<file path="config.mk">
export PLATFORM = sky130hd
export DESIGN_NAME = tape_feeder_lane_sequencer_top_flat
export DESIGN_NICKNAME = d
export VERILOG_FILES = /design/src/hdl/tfls_pkg.sv /design/src/hdl/tfls_in_if.sv /design/src/hdl/tfls_out_if.sv /design/src/hdl/tfls_lane.sv /design/src/hdl/tape_feeder_lane_sequencer_top.sv /design/src/flat_wrapper.sv
export SDC_FILE = /design/constraint.sdc
export NUM_CORES = 1
export LEC_CHECK = 0
export BUFFER_PORTS_ARGS = -buffer_cell sky130_fd_sc_hd__buf_2
export CAP_MARGIN = 40
export CORE_ASPECT_RATIO = 0.9
export CORE_UTILIZATION = 47
export DETAILED_ROUTE_END_ITERATION = 10
export MAX_ROUTING_LAYER = met4
export PLACE_DENSITY = 0.66
export RECOVER_POWER = 100
export REMOVE_ABC_BUFFERS = 1
export SETUP_SLACK_MARGIN = 0.1
export SLEW_MARGIN = 25
export SYNTH_ARGS = -nofsm -noshare
export SYNTH_HDL_FRONTEND = slang
export SYNTH_SLANG_ARGS = --single-unit
</file>
<file path="constraint.sdc">
create_clock -name i_clk -period 4.9 [get_ports i_clk]
set_input_delay 0.98 -clock i_clk [delete_from_list [all_inputs] [get_ports i_clk]]
set_output_delay 0.98 -clock i_clk [all_outputs]
set_load 0.01 [all_outputs]
</file>
<file path="src/hdl/tfls_pkg.sv">
// Shared types, constants and register codes of the tape feeder lane sequencer.
`timescale 1ns / 1ps

package tfls_pkg;

    localparam int EDGE_CNT_W_DEF = 10;
    localparam int LEN_W          = 8;
    localparam int PPU_W          = 4;
    localparam int TGT_W          = PPU_W + LEN_W;
    localparam int FILT_W         = 6;
    localparam int TIMER_W        = 8;
    localparam int CFG_IDX_W      = 3;
    localparam int CFG_DATA_W     = 8;

    typedef enum logic [2:0] {
        PH_INIT   = 3'd0,
        PH_IDLE   = 3'd1,
        PH_FWD    = 3'd2,
        PH_REV    = 3'd3,
        PH_BRAKE  = 3'd4,
        PH_SETTLE = 3'd5
    } t_phase;

    typedef enum logic [1:0] {
        MOTOR_COAST   = 2'd0,
        MOTOR_FORWARD = 2'd1,
        MOTOR_REVERSE = 2'd2,
        MOTOR_BRAKE   = 2'd3
    } t_motor;

    typedef enum logic [CFG_IDX_W-1:0] {
        CFG_PULSES_PER_UNIT    = 3'd0,
        CFG_RETURN_EDGES       = 3'd1,
        CFG_FILTER_SAMPLES     = 3'd2,
        CFG_BRAKE_TICKS        = 3'd3,
        CFG_SETTLE_TICKS       = 3'd4,
        CFG_INIT_REVERSE_TICKS = 3'd5
    } t_cfg_idx;

    localparam logic FUNC_TICK = 1'b0;
    localparam logic FUNC_FEED = 1'b1;

    typedef struct packed {
        logic [PPU_W-1:0]   pulses_per_unit;
        logic [3:0]         return_edges;
        logic [FILT_W-1:0]  filter_samples;
        logic [TIMER_W-1:0] brake_ticks;
        logic [TIMER_W-1:0] settle_ticks;
        logic [TIMER_W-1:0] init_reverse_ticks;
    } t_cfg;

    localparam t_cfg CFG_RESET = '{
        pulses_per_unit:    4'd2,
        return_edges:       4'd1,
        filter_samples:     6'd46,
        brake_ticks:        8'd20,
        settle_ticks:       8'd10,
        init_reverse_ticks: 8'd50
    };

    typedef struct packed {
        logic             func;
        logic             lane;
        logic [LEN_W-1:0] length;
        logic             gate_zero;
        logic             gate_one;
    } t_in_item;

    typedef struct packed {
        logic [1:0] motor_zero;
        logic [1:0] motor_one;
        logic       led_zero;
        logic       led_one;
        logic       solenoid_zero;
        logic       solenoid_one;
        logic       busy_zero;
        logic       busy_one;
        logic       done_zero;
        logic       done_one;
        logic       rejected;
    } t_out_item;

    // Status of one lane after the current request, handed to the top level.
    typedef struct packed {
        t_motor motor;
        logic   led;
        logic   solenoid;
        logic   busy;
        logic   done;
        logic   rejected;
    } t_lane_stat;

endpackage

</file>
<file path="src/hdl/tfls_in_if.sv">
// Request channel interface carrying ticks and feed commands.
`timescale 1ns / 1ps

interface tfls_in_if;
    logic               valid;
    logic               ready;
    tfls_pkg::t_in_item data;

    modport source (output valid, output data, input ready);
    modport sink   (input valid, input data, output ready);
endinterface

</file>
<file path="src/hdl/tfls_out_if.sv">
// Result channel interface carrying the lane status after each request.
`timescale 1ns / 1ps

interface tfls_out_if;
    logic                valid;
    logic                ready;
    tfls_pkg::t_out_item data;

    modport source (output valid, output data, input ready);
    modport sink   (input valid, input data, output ready);
endinterface

</file>
<file path="src/hdl/tfls_lane.sv">
// Per-lane gate filter, edge counter and motor phase sequencer.
`timescale 1ns / 1ps

module tfls_lane #(
    parameter int EDGE_COUNTER_WIDTH = tfls_pkg::EDGE_CNT_W_DEF
) (
    input  logic                          i_clk,
    input  logic                          i_rst_n,
    input  logic                          i_tick,
    input  logic                          i_cmd,
    input  logic [tfls_pkg::LEN_W-1:0]    i_length,
    input  logic                          i_gate,
    input  tfls_pkg::t_cfg                i_cfg,
    output tfls_pkg::t_lane_stat          o_stat
);
    import tfls_pkg::*;

    localparam int EC_W  = EDGE_COUNTER_WIDTH;
    localparam int CMP_W = (EC_W > TGT_W) ? EC_W : TGT_W;
    localparam logic [EC_W-1:0] EC_MAX = {EC_W{1'b1}};

    t_phase              r_phase,  n_phase;
    logic [EC_W-1:0]     r_ec,     n_ec;
    logic [TIMER_W-1:0]  r_timer,  n_timer;
    logic                r_qual,   n_qual;
    logic [FILT_W-1:0]   r_sc,     n_sc;
    logic [TGT_W-1:0]    r_target, n_target;
    logic                r_sol,    n_sol;

    logic [FILT_W-1:0]   sc_inc;
    logic [TIMER_W-1:0]  t_inc;
    logic                feeding;
    logic                done;
    logic                rej;

    always_ff @(posedge i_clk) begin
        if (!i_rst_n) begin
            r_phase <= PH_INIT;
            r_ec    <= '0;
            r_timer <= '0;
            r_qual  <= 1'b0;
            r_sc    <= '0;
            r_sol   <= 1'b0;
        end else begin
            r_phase <= n_phase;
            r_ec    <= n_ec;
            r_timer <= n_timer;
            r_qual  <= n_qual;
            r_sc    <= n_sc;
            r_sol   <= n_sol;
        end
    end

    // The target is only read while feeding, which a command always precedes.
    always_ff @(posedge i_clk) begin
        r_target <= n_target;
    end

    always_comb begin
        n_phase  = r_phase;
        n_ec     = r_ec;
        n_timer  = r_timer;
        n_qual   = r_qual;
        n_sc     = r_sc;
        n_target = r_target;
        n_sol    = r_sol;
        done     = 1'b0;
        rej      = 1'b0;
        feeding  = (r_phase == PH_FWD) || (r_phase == PH_REV) ||
                   (r_phase == PH_BRAKE) || (r_phase == PH_SETTLE);
        sc_inc   = (r_sc == {FILT_W{1'b1}}) ? r_sc : r_sc + FILT_W'(1);
        t_inc    = (r_timer == {TIMER_W{1'b1}}) ? r_timer : r_timer + TIMER_W'(1);

        if (i_tick) begin
            // The gate filter runs first, so an edge qualified now is seen below.
            if (i_gate == r_qual) begin
                n_sc = '0;
            end else if (sc_inc >= i_cfg.filter_samples) begin
                n_qual = i_gate;
                n_sc   = '0;
                if (feeding && (r_ec != EC_MAX)) begin
                    n_ec = r_ec + EC_W'(1);
                end
            end else begin
                n_sc = sc_inc;
            end

            case (r_phase)
                PH_INIT: begin
                    if (t_inc >= i_cfg.init_reverse_ticks) begin
                        n_phase = PH_IDLE;
                        n_timer = '0;
                    end else begin
                        n_timer = t_inc;
                    end
                end
                PH_IDLE: begin
                    n_phase = PH_IDLE;
                end
                PH_FWD: begin
                    if (CMP_W'(n_ec) > CMP_W'(r_target)) begin
                        n_ec    = '0;
                        n_phase = PH_REV;
                    end
                end
                PH_REV: begin
                    if (n_ec > EC_W'(i_cfg.return_edges)) begin
                        n_phase = PH_BRAKE;
                        n_timer = '0;
                    end
                end
                PH_BRAKE: begin
                    if (t_inc >= i_cfg.brake_ticks) begin
                        n_phase = PH_SETTLE;
                        n_timer = '0;
                    end else begin
                        n_timer = t_inc;
                    end
                end
                PH_SETTLE: begin
                    if (t_inc >= i_cfg.settle_ticks) begin
                        n_phase = PH_IDLE;
                        n_timer = '0;
                        done    = 1'b1;
                    end else begin
                        n_timer = t_inc;
                    end
                end
                default: begin
                    n_phase = PH_IDLE;
                end
            endcase
        end else if (i_cmd) begin
            if (r_phase != PH_IDLE) begin
                rej = 1'b1;
            end else begin
                n_ec     = '0;
                n_target = TGT_W'(i_cfg.pulses_per_unit) * TGT_W'(i_length);
                n_sol    = 1'b1;
                n_phase  = PH_FWD;
                n_timer  = '0;
            end
        end
    end

    always_comb begin
        o_stat.led      = (n_phase == PH_FWD) || (n_phase == PH_REV) ||
                          (n_phase == PH_BRAKE) || (n_phase == PH_SETTLE);
        o_stat.solenoid = n_sol;
        o_stat.busy     = (n_phase != PH_IDLE);
        o_stat.done     = done;
        o_stat.rejected = rej;
        case (n_phase)
            PH_INIT:  o_stat.motor = MOTOR_REVERSE;
            PH_FWD:   o_stat.motor = MOTOR_FORWARD;
            PH_REV:   o_stat.motor = MOTOR_REVERSE;
            PH_BRAKE: o_stat.motor = MOTOR_BRAKE;
            default:  o_stat.motor = MOTOR_COAST;
        endcase
    end

`ifndef SYNTHESIS
    // The reverse count always starts from zero when the forward run ends.
    a_rev_starts_clear: assert property (@(posedge i_clk) disable iff (!i_rst_n)
        (r_phase == PH_REV && $past(r_phase) == PH_FWD) |-> (r_ec == '0))
        else $error("edge count not cleared on entry to reverse");

    // A feed can only start from an idle lane.
    a_fwd_from_idle: assert property (@(posedge i_clk) disable iff (!i_rst_n)
        (r_phase == PH_FWD && $past(r_phase) != PH_FWD) |-> ($past(r_phase) == PH_IDLE))
        else $error("forward entered from a busy phase");

    // Once closed, the solenoid stays closed until reset.
    a_sol_sticky: assert property (@(posedge i_clk) disable iff (!i_rst_n)
        r_sol |=> r_sol)
        else $error("solenoid reopened without reset");
`endif

endmodule

</file>
<file path="src/hdl/tape_feeder_lane_sequencer_top.sv">
// Top level of the two-lane tape feeder motor sequencer.
`timescale 1ns / 1ps

// Each request is either a 1 ms tick, carrying the sampled encoder gate level of
// both lanes, or a feed command for one lane; every request yields exactly one
// result holding motor drive, LED, solenoid, busy and done for both lanes plus a
// rejected flag for a command sent to a busy lane. A request is taken on every
// clock cycle in which the result register is empty or being emptied, so the
// sustained rate is one request per cycle while the result side keeps up, and
// its result is in the result register on the following cycle, as the lane
// outputs are combinational and feed straight into that output register. After
// reset each lane reverses for init_reverse_ticks ticks before going idle.
// Gate changes count as edges only once they have held for filter_samples
// ticks, and only while a lane is feeding; the edge counter saturates, so a
// feed whose target reaches the counter maximum never finishes. Configuration
// is written through the plain write port and should only change while no
// request is outstanding; the feed target is fixed when the command is taken,
// the other settings are used live.
module tape_feeder_lane_sequencer_top #(
    parameter int EDGE_COUNTER_WIDTH = tfls_pkg::EDGE_CNT_W_DEF
) (
    input  logic                              i_clk,
    input  logic                              i_rst_n,
    tfls_in_if.sink                           i_in,
    tfls_out_if.source                        o_out,
    input  logic                              i_cfg_we,
    input  logic [tfls_pkg::CFG_IDX_W-1:0]    i_cfg_idx,
    input  logic [tfls_pkg::CFG_DATA_W-1:0]   i_cfg_wdata
);
    import tfls_pkg::*;

    t_cfg       r_cfg;
    logic       r_out_valid;
    t_out_item  r_out_data;
    t_out_item  n_out_data;

    logic       in_ready;
    logic       accept;
    logic       tick;
    logic [1:0] cmd;
    t_lane_stat stat0;
    t_lane_stat stat1;

    // The result register frees up in the same cycle it is read out. Nothing is
    // taken while reset is held, as the lanes would drop the request.
    assign in_ready   = i_rst_n && (!r_out_valid || o_out.ready);
    assign accept     = i_in.valid && in_ready;
    assign tick       = accept && (i_in.data.func == FUNC_TICK);
    assign cmd[0]     = accept && (i_in.data.func == FUNC_FEED) && !i_in.data.lane;
    assign cmd[1]     = accept && (i_in.data.func == FUNC_FEED) && i_in.data.lane;

    assign i_in.ready  = in_ready;
    assign o_out.valid = r_out_valid;
    assign o_out.data  = r_out_data;

    // Configuration registers; writes to unknown indices are ignored.
    always_ff @(posedge i_clk) begin
        if (!i_rst_n) begin
            r_cfg <= CFG_RESET;
        end else if (i_cfg_we) begin
            case (t_cfg_idx'(i_cfg_idx))
                CFG_PULSES_PER_UNIT:    r_cfg.pulses_per_unit    <= i_cfg_wdata[PPU_W-1:0];
                CFG_RETURN_EDGES:       r_cfg.return_edges       <= i_cfg_wdata[3:0];
                CFG_FILTER_SAMPLES:     r_cfg.filter_samples     <= i_cfg_wdata[FILT_W-1:0];
                CFG_BRAKE_TICKS:        r_cfg.brake_ticks        <= i_cfg_wdata;
                CFG_SETTLE_TICKS:       r_cfg.settle_ticks       <= i_cfg_wdata;
                CFG_INIT_REVERSE_TICKS: r_cfg.init_reverse_ticks <= i_cfg_wdata;
                default: begin
                end
            endcase
        end
    end

    tfls_lane #(
        .EDGE_COUNTER_WIDTH (EDGE_COUNTER_WIDTH)
    ) u_lane0 (
        .i_clk    (i_clk),
        .i_rst_n  (i_rst_n),
        .i_tick   (tick),
        .i_cmd    (cmd[0]),
        .i_length (i_in.data.length),
        .i_gate   (i_in.data.gate_zero),
        .i_cfg    (r_cfg),
        .o_stat   (stat0)
    );

    tfls_lane #(
        .EDGE_COUNTER_WIDTH (EDGE_COUNTER_WIDTH)
    ) u_lane1 (
        .i_clk    (i_clk),
        .i_rst_n  (i_rst_n),
        .i_tick   (tick),
        .i_cmd    (cmd[1]),
        .i_length (i_in.data.length),
        .i_gate   (i_in.data.gate_one),
        .i_cfg    (r_cfg),
        .o_stat   (stat1)
    );

    always_comb begin
        n_out_data.motor_zero    = stat0.motor;
        n_out_data.motor_one     = stat1.motor;
        n_out_data.led_zero      = stat0.led;
        n_out_data.led_one       = stat1.led;
        n_out_data.solenoid_zero = stat0.solenoid;
        n_out_data.solenoid_one  = stat1.solenoid;
        n_out_data.busy_zero     = stat0.busy;
        n_out_data.busy_one      = stat1.busy;
        n_out_data.done_zero     = stat0.done;
        n_out_data.done_one      = stat1.done;
        n_out_data.rejected      = stat0.rejected || stat1.rejected;
    end

    always_ff @(posedge i_clk) begin
        if (!i_rst_n) begin
            r_out_valid <= 1'b0;
        end else if (accept) begin
            r_out_valid <= 1'b1;
        end else if (o_out.ready) begin
            r_out_valid <= 1'b0;
        end
    end

    always_ff @(posedge i_clk) begin
        if (accept) begin
            r_out_data <= n_out_data;
        end
    end

`ifndef SYNTHESIS
    // Every accepted request leaves a result waiting on the next cycle.
    a_accept_gives_result: assert property (@(posedge i_clk) disable iff (!i_rst_n)
        accept |=> r_out_valid)
        else $error("accepted request produced no result");

    // A rejection can only come from a feed command, never from a tick.
    a_reject_on_cmd: assert property (@(posedge i_clk) disable iff (!i_rst_n)
        (accept && i_in.data.func == FUNC_TICK) |=> !r_out_data.rejected)
        else $error("tick reported as rejected");

    // A lane reporting done has returned to idle in the same result.
    a_done_idle: assert property (@(posedge i_clk) disable iff (!i_rst_n)
        (r_out_valid && (r_out_data.done_zero || r_out_data.done_one)) |->
        ((!r_out_data.done_zero || !r_out_data.busy_zero) &&
         (!r_out_data.done_one || !r_out_data.busy_one)))
        else $error("done reported on a busy lane");
`endif

endmodule

</file>
<file path="src/flat_wrapper.sv">
// flat-port wrapper written by rule: the top's interface ports become plain ports
module tape_feeder_lane_sequencer_top_flat import tfls_pkg::*;
#(
    parameter int EDGE_COUNTER_WIDTH = tfls_pkg::EDGE_CNT_W_DEF
)
  (i_clk, i_rst_n, i_cfg_we, i_cfg_idx, i_cfg_wdata, i_in_valid, i_in_data, i_in_ready, o_out_valid, o_out_data, o_out_ready);
  tfls_in_if i_in_i ();
  tfls_out_if o_out_i ();
  input  logic i_clk;
  input  logic i_rst_n;
  input  logic i_cfg_we;
  input  logic [tfls_pkg::CFG_IDX_W-1:0] i_cfg_idx;
  input  logic [tfls_pkg::CFG_DATA_W-1:0] i_cfg_wdata;
  input wire logic [$bits(i_in_i.valid)-1:0] i_in_valid;
  input wire logic [$bits(i_in_i.data)-1:0] i_in_data;
  output wire logic [$bits(i_in_i.ready)-1:0] i_in_ready;
  output wire logic [$bits(o_out_i.valid)-1:0] o_out_valid;
  output wire logic [$bits(o_out_i.data)-1:0] o_out_data;
  input wire logic [$bits(o_out_i.ready)-1:0] o_out_ready;
  assign i_in_i.valid = i_in_valid;
  assign i_in_i.data = i_in_data;
  assign i_in_ready = i_in_i.ready;
  assign o_out_valid = o_out_i.valid;
  assign o_out_data = o_out_i.data;
  assign o_out_i.ready = o_out_ready;
  tape_feeder_lane_sequencer_top #(.EDGE_COUNTER_WIDTH(EDGE_COUNTER_WIDTH)) u_core (.i_clk(i_clk), .i_rst_n(i_rst_n), .i_in(i_in_i), .o_out(o_out_i), .i_cfg_we(i_cfg_we), .i_cfg_idx(i_cfg_idx), .i_cfg_wdata(i_cfg_wdata));
endmodule
</file>
==> results.yml, run 1 <==
setup_path:
  rr_worst_depth: 21
  endpoint_kind: "register"
  critPathMaxFanout: 6
  worstSetupPathType: "reg -> reg"
  worstPathRequired_ns: 5.16
  timing.rr.start: "u_core.u_lane0.r_sc[0]"
  start_kind: "register"
  rr_endpoint: "u_core.o_out.data[12]"
  r2r_setup_slack_ns: 0.27
  worst_ep_arrival_time_ns: 4.90
hold_path:
  hold_class: "reg -> reg"
  min_from: "u_core.r_cfg[12]"
  min_delay_path_depth: 2
  min_to: "u_core.r_cfg[12]"
routing:
  wirelength_mm: 22.6
  drtAntennaViolNets: 0
  drtIter0Drc: 528
  drt-wirelength-per-cell_microns: 16.5
  viasPerCell: 5.54
  routed-via-count: 7609
  drc_errors: 0
  drtPass1Iterations: 6
timing:
  slew_headroom_pct: 19.3
  tns_ns: 0
  max_freq_mhz: 216
  tightest_slew_ns: 1.21
  holdWs_ns: 0.465
  finalCritPeriodShare_pct: 94.5
  min_period_ns: 4.63
  rsz0062_at_grt: "no"
  finalSetupViolations: 0
  clock_skew_ns: 0.0100
  final_max_slew_viol_count: 0
  final_hold_viol_count: 0
  fin_ws_ns: 0.269
placement:
  io_buffers: 42
  place.gp.congestion: 0.880
  dp_hpwl_mm: 17.1
  dp_slack_ns: 0.148
synth:
  syn_inst: 1060
  avgSynthCellArea_sq_um: 8.85
  yosys_warnings: 0
  async_flop_share_pct: 0
  synthesis.area_sq_mm: 0.00938
  synth-seq-cells: 134
  seq_area_frac_synth_pct: 32.5
  yosysUniqueCellTypes: 73
  synth_ff_type: "dfxtp_1"
  synth_edf_count: 37
cts:
  cts_tree: "done"
  cts_hold_buf: 0
  clk_pin_slew_worst_paths_ns: 0.06
  cts_sinks: 134
  cts_buffers: 17
  htree_levels: 4
  insertion_delay_ns: 0.42
  cts_buffer_depth: 2
  clock-root-buffer: "clkbuf_16"
grt:
  grt_pass1_vias: 6973
  grt_max_degree: 68
  grt_pass1_wl_mm: 36.1
  overflow: 0
  grt_antenna_before_repair: 0
  grtUsageTotal_pct: 23.5
finish:
  final_common_cell: "nand2_1"
  antenna_cells: 0
  final_util_pct: 54.9
  area_growth_pct: 13.1
  final_cell_mix: "nand2_1 (124), ha_1 (107), dfxtp_1 (94)"
  fin_nets: 1258
  layout-drive-gt1-share_pct: 10.2
die:
  fp.dieW_microns: 151
  core.rowCount: 48
  coreArea_sq_mm: 0.0193
  dieArea_sq_mm: 0.0205
  start_util_pct: 48.5
  pin_count: 43
  die_h_microns: 136
pwr:
  power_density_mw_per_mm2: 251
  peakVddDrop_uv: 176
  finalPower_mw: 2.66
  p_leak_nw: 4.49
run:
  maxCapViolCount: 0
status:
  status: "completed"
## synth_stat cells, types with 5 or more instances
| cell | n | share of area (%) |
|---|---|---|
| o211ai_1 | 14 | 1.1 |
| ha_1 | 108 | 14 |
| a22oi_1 | 24 | 1.9 |
| nand3_1 | 40 | 2.1 |
| nor2b_1 | 51 | 3.4 |
| o21a_1 | 12 | 0.96 |
| a31oi_1 | 8 | 0.53 |
| or3_1 | 8 | 0.53 |
| fa_1 | 12 | 2.6 |
| and3_1 | 17 | 1.1 |
| a22o_1 | 8 | 0.75 |
| a21o_1 | 13 | 1.0 |
| inv_1 | 77 | 3.1 |
| dfxtp_1 | 97 | 21 |
| nor3_1 | 14 | 0.75 |
| buf_2 | 6 | 0.32 |
| or2_2 | 8 | 0.53 |
| nor2_1 | 52 | 2.1 |
| nand2_1 | 125 | 5.0 |
| o21ai_0 | 25 | 1.3 |
| mux2_2 | 5 | 0.60 |
| nand4_1 | 15 | 1.0 |
| mux2i_1 | 16 | 1.7 |
| a21oi_1 | 42 | 2.2 |
| xor2_1 | 6 | 0.56 |
| and4_1 | 7 | 0.65 |
| o21bai_1 | 8 | 0.64 |
| clkbuf_1 | 26 | 1.0 |
| nand2b_1 | 19 | 1.3 |
| a21boi_0 | 21 | 1.7 |
| xnor2_1 | 38 | 3.5 |
| edfxtp_1 | 37 | 12 |
| and2_1 | 39 | 2.6 |
## per-stage QoR
step | std cells | instance area [sq um]
after floorplan | 1025 | 9240
after global placement | 1333 | 9880
after detailed placement | 1335 | 9900
after CTS | 1367 | 10500
after global routing | 1373 | 10600
final | 1373 | 10600
## state kept, by name, indices dropped and copies added (netlist names), 8 cells and up
signal,cells
u_core.r_cfg,38
u_core.o_out.data,13
u_core.u_lane0.r_target,12
u_core.u_lane1.r_target,12
u_core.u_lane0.r_ec,10
u_core.u_lane1.r_ec,10
u_core.u_lane0.r_timer,8
u_core.u_lane1.r_timer,8
## worst max path at each step
stage / start / to / slack [ns] / depth (start not counted)
after floorplan: u_core.u_lane1.r_sc[0] / u_core.o_out.data[9] / 0.14 / 20
after global placement: u_core.u_lane0.r_sc[0] / u_core.o_out.data[11] / 0.25 / 20
after detailed placement: u_core.u_lane0.r_sc[0] / u_core.o_out.data[11] / 0.15 / 19
after CTS: u_core.u_lane0.r_sc[0] / u_core.o_out.data[11] / 0.11 / 20
after global routing: u_core.u_lane0.r_sc[0] / u_core.o_out.data[11] / 0.03 / 20
final: u_core.u_lane0.r_sc[0] / u_core.o_out.data[12] / 0.27 / 21
## kinds of logic (layout without fill, tap and decap cells)
group                      Yosys count  after routing  share of synthesized area, %
muxes                               21             21                          2.31
buffers and inverters              112            175                          4.62
xor gates and xnor gates            45             45                          4.36
DFF                                134            134                          32.5
and+or+nand+nor                    411            411                          22.4
adders and majority gates          120            120                          17.0
AOI/OAI and AO/OA                  217            217                          16.8
## worst max-delay path, stage by stage (launching register included)
cell and delay, ns:
dfxtp_2 0.38, ha_2 0.20, and2_4 0.16, nand4_1 0.23
xnor2_1 0.25, ha_1 0.25, nand2b_1 0.14, a21o_1 0.20
a211o_1 0.34, and3_1 0.18, mux2_2 0.31, ha_1 0.29
nor2b_1 0.13, o21a_1 0.16, o21ai_0 0.14, nand2b_1 0.08
a22oi_2 0.25, and2_0 0.21, o32a_1 0.24, clkbuf_4 0.17
nand2_1 0.04, mux2i_1 0.14
## power breakdown
| group | switching [mW] | internal [mW] |
|---|---|---|
| logic | 0.124 | 0.0787 |
| registers | 0.0106 | 1.15 |
| clock network | 0.516 | 0.778 |
## layout make-up
type | instances | area (sq um)
fillers | 1780 | 8730
multi-input cells | 814 | 6000
flip-flops and latches | 134 | 3060
clock buffers | 20 | 489
repair buffers | 66 | 344
well taps | 250 | 313
inverters | 77 | 289
clock inverters | 12 | 115
## timing repair
action                     4_1_cts  5_1_grt
setup endpoints to repair        0       50
setup buffers                    0        6
gates resized for setup          0       32
## routing by layer
layer,GRT usage (%),routed length [microns]
met4,5.56,297
met5,-,0
met3,4.60,1080
met2,35.0,9780
met1,32.6,11400
Power figures use the tool's default switching activity.
==> run 2, diff against run 1 <==
--- a/config.mk
+++ b/config.mk
@@ -8,10 +8,10 @@
 export BUFFER_PORTS_ARGS = -buffer_cell sky130_fd_sc_hd__buf_2
 export CAP_MARGIN = 40
 export CORE_ASPECT_RATIO = 0.9
-export CORE_UTILIZATION = 47
+export CORE_UTILIZATION = 50
 export DETAILED_ROUTE_END_ITERATION = 10
 export MAX_ROUTING_LAYER = met4
-export PLACE_DENSITY = 0.66
+export PLACE_DENSITY = 0.7
 export RECOVER_POWER = 100
 export REMOVE_ABC_BUFFERS = 1
 export SETUP_SLACK_MARGIN = 0.1
==> results.yml, run 2 (same netlist as run 1, synthesis figures left out) <==
finish:
  antenna_cells: 0
  largest_register: "u_core.r_cfg"
  fin_nets: 1258
  seqCellArea_sq_mm: 0.00306
  multi_input_area_sq_mm: 0.00602
  fill_cells: 1651
  final_cell_mix: "nand2_1 (124), ha_1 (107), dfxtp_1 (95)"
  final_util_pct: 57.6
  final_common_cell: "nand2_1"
  largest_reg_flops: 38
  area_growth_pct: 13.1
  layout-drive-gt1-share_pct: 10.4
status:
  violations: "max-capacitance violations, max-slew violations"
  status: "finished, violations left"
timing:
  tns_ns: 0
  slew_headroom_pct: -106
  max_freq_mhz: 216
  holdWs_ns: 0.470
  fin_ws_ns: 0.269
  final_max_slew_viol_count: 80
  finalCritPeriodShare_pct: 94.5
  min_period_ns: 4.63
  rsz0062_at_grt: "no"
  finalSetupViolations: 0
  tightest_slew_ns: 3.10
  final_hold_viol_count: 0
  clock_skew_ns: 0.0164
routing:
  viasPerCell: 5.62
  drc_errors: 0
  drtIter0Drc: 469
  wirelength_mm: 22.1
  drtAntennaViolNets: 0
  drtPass1Iterations: 5
  routed-via-count: 7682
  drt-wirelength-per-cell_microns: 16.2
die:
  fp.dieW_microns: 146
  pin_count: 43
  die_h_microns: 132
  start_util_pct: 51.0
  core.rowCount: 47
  coreArea_sq_mm: 0.0184
  dieArea_sq_mm: 0.0193
setup_path:
  start_kind: "register"
  critPathMaxFanout: 7
  worstSetupPathType: "reg -> reg"
  worstPathRequired_ns: 5.07
  r2r_setup_slack_ns: 0.27
  rr_worst_depth: 20
  worst_ep_arrival_time_ns: 4.80
  cp-startpoint: "u_core.u_lane1.r_sc[1]"
  rr_endpoint: "u_core.o_out.data[9]"
  endpoint_kind: "register"
  timing.rr.start: "u_core.u_lane1.r_sc[1]"
placement:
  dp_slack_ns: -0.0196
  dp_hpwl_mm: 16.7
  io_buffers: 42
  place.gp.congestion: 0.908
pwr:
  finalPower_mw: 2.65
  comb_power_share_pct: 7.6
  p_sw_uw: 649
  p_int_mw: 2.00
  peakVddDrop_uv: 258
  switching_share_pct: 24.5
  clockPowerShare_pct: 48.5
  power_frac_seq_pct: 43.9
  p_leak_nw: 4.47
  power_density_mw_per_mm2: 250
hold_path:
  min_delay_path_depth: 2
  hold_class: "reg -> reg"
  min_to: "u_core.r_cfg[23]"
  min_from: "u_core.r_cfg[23]"
cts:
  clk_pin_slew_worst_paths_ns: 0.07
  insertion_delay_ns: 0.42
  cts_hold_buf: 0
  cts_sinks: 134
  cts_buffers: 17
  htree_levels: 4
  cts_buffer_depth: 2
  cts_tree: "done"
  clock-root-buffer: "clkbuf_16"
grt:
  overflow: 0
  grt_pass1_wl_mm: 35.9
  grt_pass1_vias: 7004
  grt_antenna_before_repair: 0
  grt_max_degree: 80
  grtUsageTotal_pct: 24.0
run:
  maxCapViolCount: 1
## run 2: routing by layer
layer | up-vias | GRT usage [%] | part of all wire [%]
li1 | 3858 | - | -
met1 | 3620 | 33.8 | 49
met2 | 182 | 35.6 | 45
met3 | 22 | 3.91 | 4.6
met4 | 0 | 6.66 | 1.5
met5 | - | - | 0
## run 2: power by group through the flow
stage | Sequential (mW) | Combinational (mW) | Clock, mW
2_1_floorplan | 1.19 | 0.120 | 0
3_3_place_gp | 1.19 | 0.194 | 0
3_5_place_dp | 1.19 | 0.199 | 0
4_1_cts | 1.16 | 0.201 | 1.30
5_1_grt | 1.17 | 0.226 | 1.35
6_report | 1.16 | 0.202 | 1.28
## run 2: repair_timing
item                                    4_1_cts  5_1_grt
buffers inserted                              0        8
endpoints found under the setup margin        6       48
pin swaps                                     0        8
gates resized for setup                       4       26
## run 2: stage by stage
stage          std cells  instance area [sq um]
2_1_floorplan       1025                   9240
3_3_place_gp        1326                   9860
3_5_place_dp        1328                   9880
4_1_cts             1360                  10500
5_1_grt             1368                  10600
6_report            1368                  10600
## run 2: worst max-delay path by stage
stage / endpoint
after floorplan: u_core.o_out.data[9]
after global placement: u_core.o_out.data[9]
after detailed placement: u_core.o_out.data[9]
after CTS: u_core.o_out.data[9]
after global routing: u_core.u_lane1.r_timer[0]
final: u_core.o_out.data[9]
## run 2: layout make-up
class,instances,area share (%)
multi-input cells,814,56.7
repair buffers,66,3.27
well taps,245,2.89
clock inverters,13,1.37
flip-flops and latches,134,28.8
inverters,77,2.72
clock buffers,19,4.17
## run 2: worst max-delay path: stages, from the launching register on
cell	delay, ns
dfxtp_1	0.33
ha_1	0.21
and3_4	0.21
nand3_4	0.12
mux2_2	0.36
ha_1	0.27
a21oi_1	0.06
o21ai_2	0.14
and3_4	0.24
nand4_1	0.13
and2_1	0.20
or2_2	0.31
ha_1	0.33
and4_1	0.21
a21oi_1	0.06
nor3_1	0.14
a32oi_1	0.11
or3_1	0.45
a31oi_4	0.27
xnor2_1	0.10
nor2b_1	0.13
